==> src/hdl/tcw_pkg.sv <==
package tcw_pkg;

  // character codes
  localparam logic [7:0] CH_SPACE   = 8'h20;
  localparam logic [7:0] CH_NEWLINE = 8'h0A;
  localparam logic [7:0] CH_RETURN  = 8'h0D;
  localparam logic [7:0] CH_TAB     = 8'h09;

  // attribute used by the clear that follows reset
  localparam logic [7:0] RESET_COLOR = 8'h07;

  // controller states
  typedef enum logic [2:0] {
    ST_CLEAR,
    ST_IDLE,
    ST_READ,
    ST_PUT,
    ST_LOAD
  } state_t;

  // decoded kind of the held item
  typedef enum logic [2:0] {
    KIND_READ,
    KIND_NL,
    KIND_CR,
    KIND_TAB,
    KIND_CHAR
  } kind_t;

  // controller to datapath
  typedef struct packed {
    logic ld_item;   // capture the input item
    logic rd_issue;  // read the addressed cell
    logic step;      // one cursor step of a put
    logic clr_step;  // write one cell of the clearing pass
    logic load_out;  // load the result register
  } ctl_cmd_t;

  // datapath to controller
  typedef struct packed {
    logic wrap_clr;        // current step reaches the row limit
    logic tab_more_now;    // tab has spaces left after this step
    logic tab_more_after;  // tab has spaces left after a clear
    logic clr_last;        // clearing pass at its last cell
    logic item_act;        // an item is in flight
    logic out_free;        // result register can take a new result
  } ctl_sts_t;

endpackage

==> src/hdl/tcw_ctrl.sv <==
module tcw_ctrl (
  input  logic               clk,
  input  logic               rst_n,
  input  logic               in_valid,
  input  logic               in_cmd,
  output logic               in_stall,
  input  tcw_pkg::ctl_sts_t  sts,
  output tcw_pkg::ctl_cmd_t  cmd
);
  import tcw_pkg::*;

  state_t state_r, state_nxt;

  // state register; reset starts the clearing pass
  always_ff @(posedge clk) begin
    if (!rst_n) begin
      state_r <= ST_CLEAR;
    end else begin
      state_r <= state_nxt;
    end
  end

  // next state
  always_comb begin
    state_nxt = state_r;
    case (state_r)
      ST_CLEAR: begin
        if (sts.clr_last) begin
          if (!sts.item_act) begin
            state_nxt = ST_IDLE;
          end else if (sts.tab_more_after) begin
            state_nxt = ST_PUT;
          end else begin
            state_nxt = ST_LOAD;
          end
        end
      end
      ST_IDLE: begin
        if (in_valid) begin
          state_nxt = in_cmd ? ST_READ : ST_PUT;
        end
      end
      ST_READ: state_nxt = ST_LOAD;
      ST_PUT: begin
        if (sts.wrap_clr) begin
          state_nxt = ST_CLEAR;
        end else if (!sts.tab_more_now) begin
          state_nxt = ST_LOAD;
        end
      end
      ST_LOAD: begin
        if (sts.out_free) begin
          state_nxt = ST_IDLE;
        end
      end
      default: state_nxt = ST_CLEAR;
    endcase
  end

  // commands
  always_comb begin
    cmd          = '0;
    in_stall     = 1'b1;
    case (state_r)
      ST_CLEAR: cmd.clr_step = 1'b1;
      ST_IDLE: begin
        in_stall    = 1'b0;
        cmd.ld_item = in_valid;
      end
      ST_READ: cmd.rd_issue = 1'b1;
      ST_PUT:  cmd.step = 1'b1;
      ST_LOAD: cmd.load_out = sts.out_free;
      default: ;
    endcase
  end

endmodule

==> config.mk <==
export PLATFORM = sky130hd
export DESIGN_NAME = tcw_ctrl
export DESIGN_NICKNAME = d
export VERILOG_FILES = /design/src/hdl/tcw_pkg.sv /design/src/hdl/tcw_ctrl.sv
export SDC_FILE = /design/constraint.sdc
export NUM_CORES = 1
export LEC_CHECK = 0
export BUFFER_PORTS_ARGS = -buffer_cell sky130_fd_sc_hd__buf_4
export CAP_MARGIN = 20
export CORE_AREA = 2 2 39 41
export DETAILED_ROUTE_END_ITERATION = 10
export DIE_AREA = 0 0 41 43
export GPL_TIMING_DRIVEN = 1
export PLACE_DENSITY = 0.55
export SKIP_CTS_REPAIR_TIMING = 1
export SYNTH_ARGS = -nofsm -noshare
export SYNTH_HDL_FRONTEND = slang
export SYNTH_SLANG_ARGS = --single-unit
export TNS_END_PERCENT = 5
==> constraint.sdc <==
create_clock -name clk -period 3 [get_ports clk]
set_input_delay 0.75 -clock clk [delete_from_list [all_inputs] [get_ports clk]]
set_output_delay 0.75 -clock clk [all_outputs]
set_load 0.005 [all_outputs]
# == Word level (Yosys, flattened, before mapping) ==
# Cells that the tools add are included.
# word_totals
reg_bits,3
romBits,0
inputBits,10
word_cells,26
latchBits,0
n_memories,0
output_inout_bits,6
mem_bits_rw,0
# op_classes
n_eq_ne,8
n_addsub,0
shift,0
n_reduce_logical,2
magnitude_cmp,0
multipliers,0
bitwise_logic,0
div_mod_pow,0
muxes,15
# ops
op,count
2-to-1 mux 3 bit,7
one-hot mux 3 bit (5 select lines),1
2-to-1 mux 1 bit,7
== test 3 x 2 -> 1 bit (second input constant),2
inequality test 2 bit (second input constant),3
AND reduction 4 bit,1
== test 3 x 1 -> 1 bit (second input constant),1
== test 3 bit (second input constant),1
logical NOT 3 bit,1
inequality test 3 bit (second input constant),1

# == Logic depth before layout (Yosys ltp) ==
# Gate-level depths: netlist (run 1).
# logic_depth
depth_word,4
ltp_mapped,5

# == Worst setup path after synthesis (run 1) ==
# No wires, ideal clock.
# synth_timing
path_type,input-to-output
from,input sts[0] (netlist bit)
to,output cmd[0] (netlist bit)
t_arrival_ps,958
setup_slack_ps,1292
path_buffers,0
required_ps,2250
stages,2
cell_sequence,nand2_1 -> nor3_1
# synth_lines
element,line,rtl
start: declaration,tcw_ctrl.sv:7,"input tcw_pkg::ctl_sts_t sts,"
end: declaration,tcw_ctrl.sv:8,output tcw_pkg::ctl_cmd_t cmd

==> results of run 1 <==
[layout by cell type, fill, tap and decap left out, drive strengths merged]
master and n:
nand2b 1, or2 1, buf 15, dfxtp 3, nor4b 1, mux2i 1
clkbuf 4, nand2 3, a22oi 1, and3b 1, o21ai 3, a21oi 2
nor2b 1, o22a 1, a221oi 1, inv 2, nor3 2, nor3b 3
nor2 3, o311a 1, o211a 1, nand4b 1
[metrics by stage]
stage                     total power [mW]  instances  setup slack [ns]  utilization [%]  hold slack [ns]
after floorplan                      0.155         36              1.29                -            0.597
final                                0.263         68             0.840             30.4            0.614
after global routing                 0.290         68             0.715             30.4            0.667
after CTS                            0.268         68             0.827             30.4            0.617
after detailed placement             0.193         64              1.07             28.5            0.610
after global placement               0.191         64              1.08             28.5            0.616
[metal layers]
metal | share of wire, % | track usage (%) | vias up
met2 | 46 | 14.1 | 10
met1 | 48 | 13.1 | 138
li1 | - | - | 165
met4 | 0 | 8.00 | 0
met5 | 0 | 0 | -
met3 | 5.7 | 1.57 | 0
[how the worst max path moves through the flow]
stage	endpoint	slack (ns)	cells after the start
after CTS	cmd[4]	0.83	4
after global routing	cmd[4]	0.71	4
after floorplan	cmd[0]	1.29	2
after global placement	cmd[4]	1.08	4
final	cmd[4]	0.84	4
after detailed placement	cmd[0]	1.07	4
[final cells by class]
class / instances / area [sq um]
clock buffer: 4 / 26.3
fill: 156 / 963
inverter: 2 / 7.51
multi-input combinational: 28 / 194
sequential: 3 / 60.1
tap: 16 / 20.0
timing repair buffer: 15 / 113
[cell families (layout without fill, tap and decap cells)]
group                  count (synthesis)  in the layout
AO/OA/AOI/OAI                         10             10
buffers and inverters                  5             21
flip-flops                             3              3
multiplexers                           1              1
AND/OR/NAND/NOR                       17             17
[critical path, stage by stage (launching register included)]
cell and delay, ns:
dfxtp_1 0.57, nand2b_1 0.11, or2_2 0.30, nor2_1 0.09
buf_4 0.11
[report_power, final]
part	total, mW	internal [mW]	switching (mW)
Sequential	0.0790	0.0500	0.0290
Combinational	0.112	0.0688	0.0432
Clock	0.0716	0.0499	0.0217
==> out/results.ini, run 1 <==
[final_layout]
layout-area-overhead-vs-synth_pct=45.5
n_antenna_cell=0
top_regs=state_r x3
largest_reg_flops=3
nNetsFinal=63
regMostFlops=state_r
layout-drive-gt1-share_pct=42.3
fin_area_sq_um=420

[synth]
ys_seq_elements=3
synth-async-reset-ratio_pct=0
synth_edf_count=0
synth_top_family_by_area=simple AND/OR/NAND/NOR gates
yosys.area.top_type_share_pct=20.8
synth_warnings=0
synth_compound_area_share_pct=26.4
yosys.area_share.simple_pct=37.2
synth_area_leaders=dfxtp_1 21%, buf_6 7.8%, nor3b_1 7.8%
yosysSeqAreaShare_pct=20.8
yosys-top-cells-count=3 x dfxtp_1, 3 x nand2_1, 3 x nor2_1, 3 x nor3b_1
syn_inst=36
synth.area.mux_share_pct=3.46
ys_types=23
synth_nets=46
synth_xor_area_share_pct=0
synthAdderAreaFrac_pct=0
avgSynthCellArea_sq_um=8.03
synth-main-ff-cell=dfxtp_1
syn_area_sq_um=289
yosys.area.top_type=dfxtp_1

[critical_path]
crit_path_start_kind=register
arrival_ns=1.41
required_ns=2.25
worstSetupPathType=register to primary output
r2r_slack_ns=1.50
r2r_end=state_r[0]
cp_max_fo=12
reg2reg_depth=4
startpoint=state_r[0]
cp-end-kind=primary output
r2r_start=state_r[0]

[outcome]
status=completed

[timing]
rsz0062_at_grt=false
relSlewSlack_pct=71.7
finalCriticalPeriod_ns=2.16
min_period_over_period_pct=72.0
max_freq_mhz=463
skew_ns=0.00427
final_max_slew_viol_count=0
finalSetupViolCount=0
worst_pin_slew_ns=0.424
hold_viol=0
tns_ns=0

[hold_path]
hp-start=state_r[1]
holdPathEnd=state_r[1]
holdPathStages=2
holdCritPathClass=register to register

[route]
routed_via_density=4.60
drtPass1Iterations=2
drcViolationCount=0
ant_nets=0
routed_wl_um=718
num_vias=313
drt_iter0_drc=2
wl_per_cell_um=10.6

[cts]
h-tree-depth=1
cts_max_path_buffers=2
clk_latency_ns=0.23
numCtsBuffers=3
cts_sinks=3
clk_pin_slew_worst_paths_ns=0.04
cts_tree=yes
cts_root_buffer=clkbuf_4

[floorplanning]
initial_core_util_pct=20.9
coreArea_sq_um=1380
io-pin-count=16
die_h_um=43
chipWidth_um=41
die-area_sq_um=1760
rows=14

[placed_design]
io_buffers=15
postPlaceCellArea_sq_um=394
hpwl_um=547
gp_congestion=0.690

[power_and_ir_drop]
p_per_area_nw_per_um2=625
vdd_drop_max_uv=182
leakagePower_nw=0.193

[global_routing]
grt_overflow=0
grt_pass1_wl_mm=1.20
grt_usage_pct=10.1
grt_max_degree=13
antenna_found_initial=0
grt_pass1_vias=316

[run]
maxCapViolations=0

(Power assumes the default switching activity.)
==> run 2, diff against run 1 <==
Clock period 3 ns to 2.2 ns, I/O delays scaled along.
==> out/results.ini, run 2 (same netlist as run 1, synthesis figures left out) <==
[timing]
skew_ns=0.00335
rsz0062_at_grt=false
finalCriticalPeriod_ns=1.95
max_freq_mhz=513
relSlewSlack_pct=73.1
hold_viol=0
finalSetupViolCount=0
min_period_over_period_pct=88.5
final_max_slew_viol_count=0
tns_ns=0
worst_pin_slew_ns=0.404

[cts]
numCtsBuffers=3
clk_latency_ns=0.23
cts_sinks=3
cts_max_path_buffers=2
cts_root_buffer=clkbuf_4
h-tree-depth=1
clk_pin_slew_worst_paths_ns=0.04
cts_tree=yes

[placed_design]
placed_cells_incl_taps=64
gp_congestion=0.716
postPlaceCellArea_sq_um=394
io_buffers=15
hpwl_um=532

[global_routing]
met1_usage_pct=12.5
grt_overflow=0
antenna_found_initial=0
grt_pass1_vias=274
grt_max_degree=13
busiest_layer=met1
grt_use_met3_pct=6.28
grt_pass1_wl_mm=1.12
grt_usage_pct=9.33
grt_use_met2_pct=12.2

[power_and_ir_drop]
finalPower_uw=353
leakagePower_nw=0.193
p_per_area_nw_per_um2=840
vdd_drop_max_uv=466

[route]
ant_nets=0
num_vias=316
drcViolationCount=0
drtPass1Iterations=4
drt_iter0_drc=3
routed_via_density=4.65
routed_wl_um=679
wl_per_cell_um=9.99

[critical_path]
critPathSlowestCell=dfxtp_1
worstSetupPathType=register to primary output
cp_max_fo=12
required_ns=1.65
cp-end-kind=primary output
crit_path_start_kind=register
crit_chain=nand2b_1, or2_2, nor2_1, buf_4
critPathMaxStageDelay_ns=0.55
arrival_ns=1.40

[floorplanning]
die-area_sq_um=1760
initial_core_util_pct=20.9
coreArea_sq_um=1380
rows=14
io-pin-count=16
chipWidth_um=41
die_h_um=43

[final_layout]
top_regs=state_r x3
n_antenna_cell=0
layout-drive-gt1-share_pct=42.3
largest_reg_flops=3
regMostFlops=state_r
nNetsFinal=63
final_common_cell=buf_4
final_cells=68
fin_area_sq_um=420
layout-area-overhead-vs-synth_pct=45.5

[hold_path]
holdCritPathClass=primary input to register

[run]
maxCapViolations=0

[outcome]
status=completed

[run 2: cell counts in the layout (fill, tap and decap cells not counted)]
Identical to the previous run, type by type.
[run 2: power by group]
| group | internal [mW] | switching (mW) | leakage [nW] | total, mW |
|---|---|---|---|---|
| Sequential | 0.0682 | 0.0380 | 0.0247 | 0.106 |
| Combinational | 0.0938 | 0.0593 | 0.153 | 0.153 |
| Clock | 0.0678 | 0.0260 | 0.0150 | 0.0937 |
[run 2: layer usage]
layer	vias up	share of wire, %
met3	0	9.0
met2	14	42
met4	0	0
li1	165	-
met1	137	49
met5	-	0
[run 2: through the flow]
step	hold slack (ns)	setup WS (ns)	utilization, %
after floorplan	0.597	0.705	-
after global placement	0.603	0.523	28.5
after detailed placement	0.609	0.497	28.5
after CTS	0.577	0.237	30.4
after global routing	0.586	0.0913	30.4
final	0.583	0.252	30.4
[run 2: final timing paths]
check / from / endpoint / slack, ns / cells after the start
max: state_r[0] / cmd[4] / 0.25 / 4
min: rst_n / state_r[2] / 0.58 / 2
max reg2reg: state_r[0] / state_r[0] / 0.73 / 4
min reg2reg: state_r[1] / state_r[1] / 0.61 / 2
[run 2: final cells by class]
| cell class | instances | area, sq um |
|---|---|---|
| Inverter | 2 | 7.51 |
| Sequential cell | 3 | 60.1 |
| Fill cell | 161 | 963 |
| Multi-Input combinational cell | 28 | 194 |
| Clock buffer | 4 | 26.3 |
| Timing Repair Buffer | 15 | 113 |
| Tap cell | 16 | 20.0 |
[run 2: worst max-delay path, delay by kind of cell (launching register included)]
kind,cells,cell delay (ns)
buf+inv,1,0.11
simple gates,3,0.50
flops,1,0.55
==> run 3, diff against run 2 <==
Settings changed: ABC_AREA set to 1, PLACE_DENSITY 0.55 to 0.54.
==> out/results.ini, run 3 <==
[final_layout]
layout-drive-gt1-share_pct=42.4
final_cells=82
regMostFlops=state_r
multi_input_area_sq_um=164
nNetsFinal=77
utilization_pct=30.7
largest_reg_flops=3
final_common_cell=buf_4
top_regs=state_r x3
layout-area-overhead-vs-synth_pct=53.4
fin_area_sq_um=424
n_antenna_cell=0
layout_common_cells=15 x buf_4, 10 x nand2_1, 7 x inv_1
fillCellCount=163
final-seq-area_sq_um=60.1

[critical_path]
crit_path_start_kind=register
critPathMaxStageDelay_ns=0.53
cp-end-kind=primary output
worstSetupPathType=register to primary output
required_ns=1.65
arrival_ns=1.18
r2r_end=state_r[1]
crit_chain=inv_2, nor3_1, buf_4
cp_max_fo=9
reg2reg_depth=6
r2r_start=state_r[2]
r2r_slack_ns=1.00
critPathSlowestCell=dfxtp_1

[synth]
synth_warnings=0
ys_seq_elements=3
yosysSeqAreaShare_pct=21.7
yosys.area_share.simple_pct=50.2
synth.area.mux_share_pct=0
synth_nets=58
yosys.area.top_type=dfxtp_1
syn_inst=48
avgSynthCellArea_sq_um=5.76
synth_xor_area_share_pct=0
yosys.area.top_type_share_pct=21.7
yosys-top-cells-count=10 x nand2_1, 7 x inv_1, 5 x nand3_1
synth-main-ff-cell=dfxtp_1
synthAdderAreaFrac_pct=0
synth_edf_count=0
synth_compound_area_share_pct=9.05
ys_types=14
synth-async-reset-ratio_pct=0
synthMostInstantiatedCell=nand2_1
synth_area_leaders=dfxtp_1 22%, nand2_1 14%, inv_1 9.5%
syn_area_sq_um=277
synth_top_family_by_area=simple AND/OR/NAND/NOR gates

[global_routing]
grt_overflow=0
antenna_found_initial=0
grt_pass1_wl_mm=1.06
grt_max_degree=10
grt_usage_pct=8.73
grt_pass1_vias=296

[cts]
cts_root_buffer=clkbuf_4
numCtsBuffers=3
h-tree-depth=1
clk_pin_slew_worst_paths_ns=0.04
cts_max_path_buffers=2
cts_tree=yes
clk_latency_ns=0.23
cts_sinks=3

[route]
drtPass1Iterations=4
ant_nets=0
routed_via_density=4.07
routed_wl_um=653
drcViolationCount=0
wl_per_cell_um=7.96
drt_iter0_drc=11
num_vias=334

[timing]
max_freq_mhz=578
rsz0062_at_grt=false
skew_ns=0.00574
finalSetupViolCount=0
final_max_slew_viol_count=0
tns_ns=0
relSlewSlack_pct=75.2
finalCriticalPeriod_ns=1.73
hold_viol=0
hold_ws_ns=0.568
worst_pin_slew_ns=0.372
min_period_over_period_pct=78.7

[power_and_ir_drop]
p_per_area_nw_per_um2=979
vdd_drop_max_uv=254
leakagePower_nw=0.240

[placed_design]
postPlaceCellArea_sq_um=398
io_buffers=15
gp_congestion=0.763
hpwl_um=549
placed_cells_incl_taps=78

[floorplanning]
die-area_sq_um=1760
chipWidth_um=41
io-pin-count=16
initial_core_util_pct=20.0
rows=14
die_h_um=43
coreArea_sq_um=1380

[hold_path]
hp-start=rst_n
holdPathEnd=state_r[2]
holdCritPathClass=primary input to register
holdPathStages=3

[outcome]
status=completed

[run]
maxCapViolations=0

## run 3: cell type report
class	instances	area share, %
clock buffers	4	6.19
inverters	11	9.73
multi-input cells	33	38.6
flip-flops and latches	3	14.2
well taps	16	4.72
repair buffers	15	26.5
## run 3: critical path: cells and delay by family, from the launching register on
kind	cells	cell delay, ns
buffers and inverters	2	0.22
flip-flops	1	0.53
AND/OR/NAND/NOR	1	0.19
## run 3: metal layers
layer  vias up  wire (um)  global-route usage [%]
met5         -          0                       0
met4         0          0                    4.00
met3         0         40                    3.14
met2         8        321                    13.4
met1       142        292                    10.3
li1        184          -                       -
## run 3: worst max path at each step
stage	startpoint	slack, ns	endpoint	depth (start not counted)
after floorplan	sts[0]	0.88	cmd[0]	2
final	state_r[2]	0.47	cmd[0]	3
after global placement	sts[0]	0.70	cmd[0]	4
after CTS	state_r[2]	0.47	cmd[0]	3
after detailed placement	sts[0]	0.70	cmd[0]	4
after global routing	state_r[2]	0.34	cmd[0]	3
## run 3: logic make-up (layout without fill, tap and decap cells)
group,after synthesis,after routing
AND/OR/NAND/NOR,28,28
buffers and inverters,12,30
AO/OA/AOI/OAI,5,5
flip-flops,3,3
## run 3: per-stage QoR
stage,total power [mW],setup slack (ns)
final,0.415,0.469
after floorplan,0.245,0.877
after global placement,0.321,0.702
after detailed placement,0.320,0.696
after global routing,0.455,0.339
after CTS,0.421,0.473
## run 3: report_power, final
group / switching [mW] / total [mW] / internal, mW
Sequential: 0.0310 / 0.102 / 0.0712
Combinational: 0.114 / 0.215 / 0.101
Clock: 0.0296 / 0.0977 / 0.0681
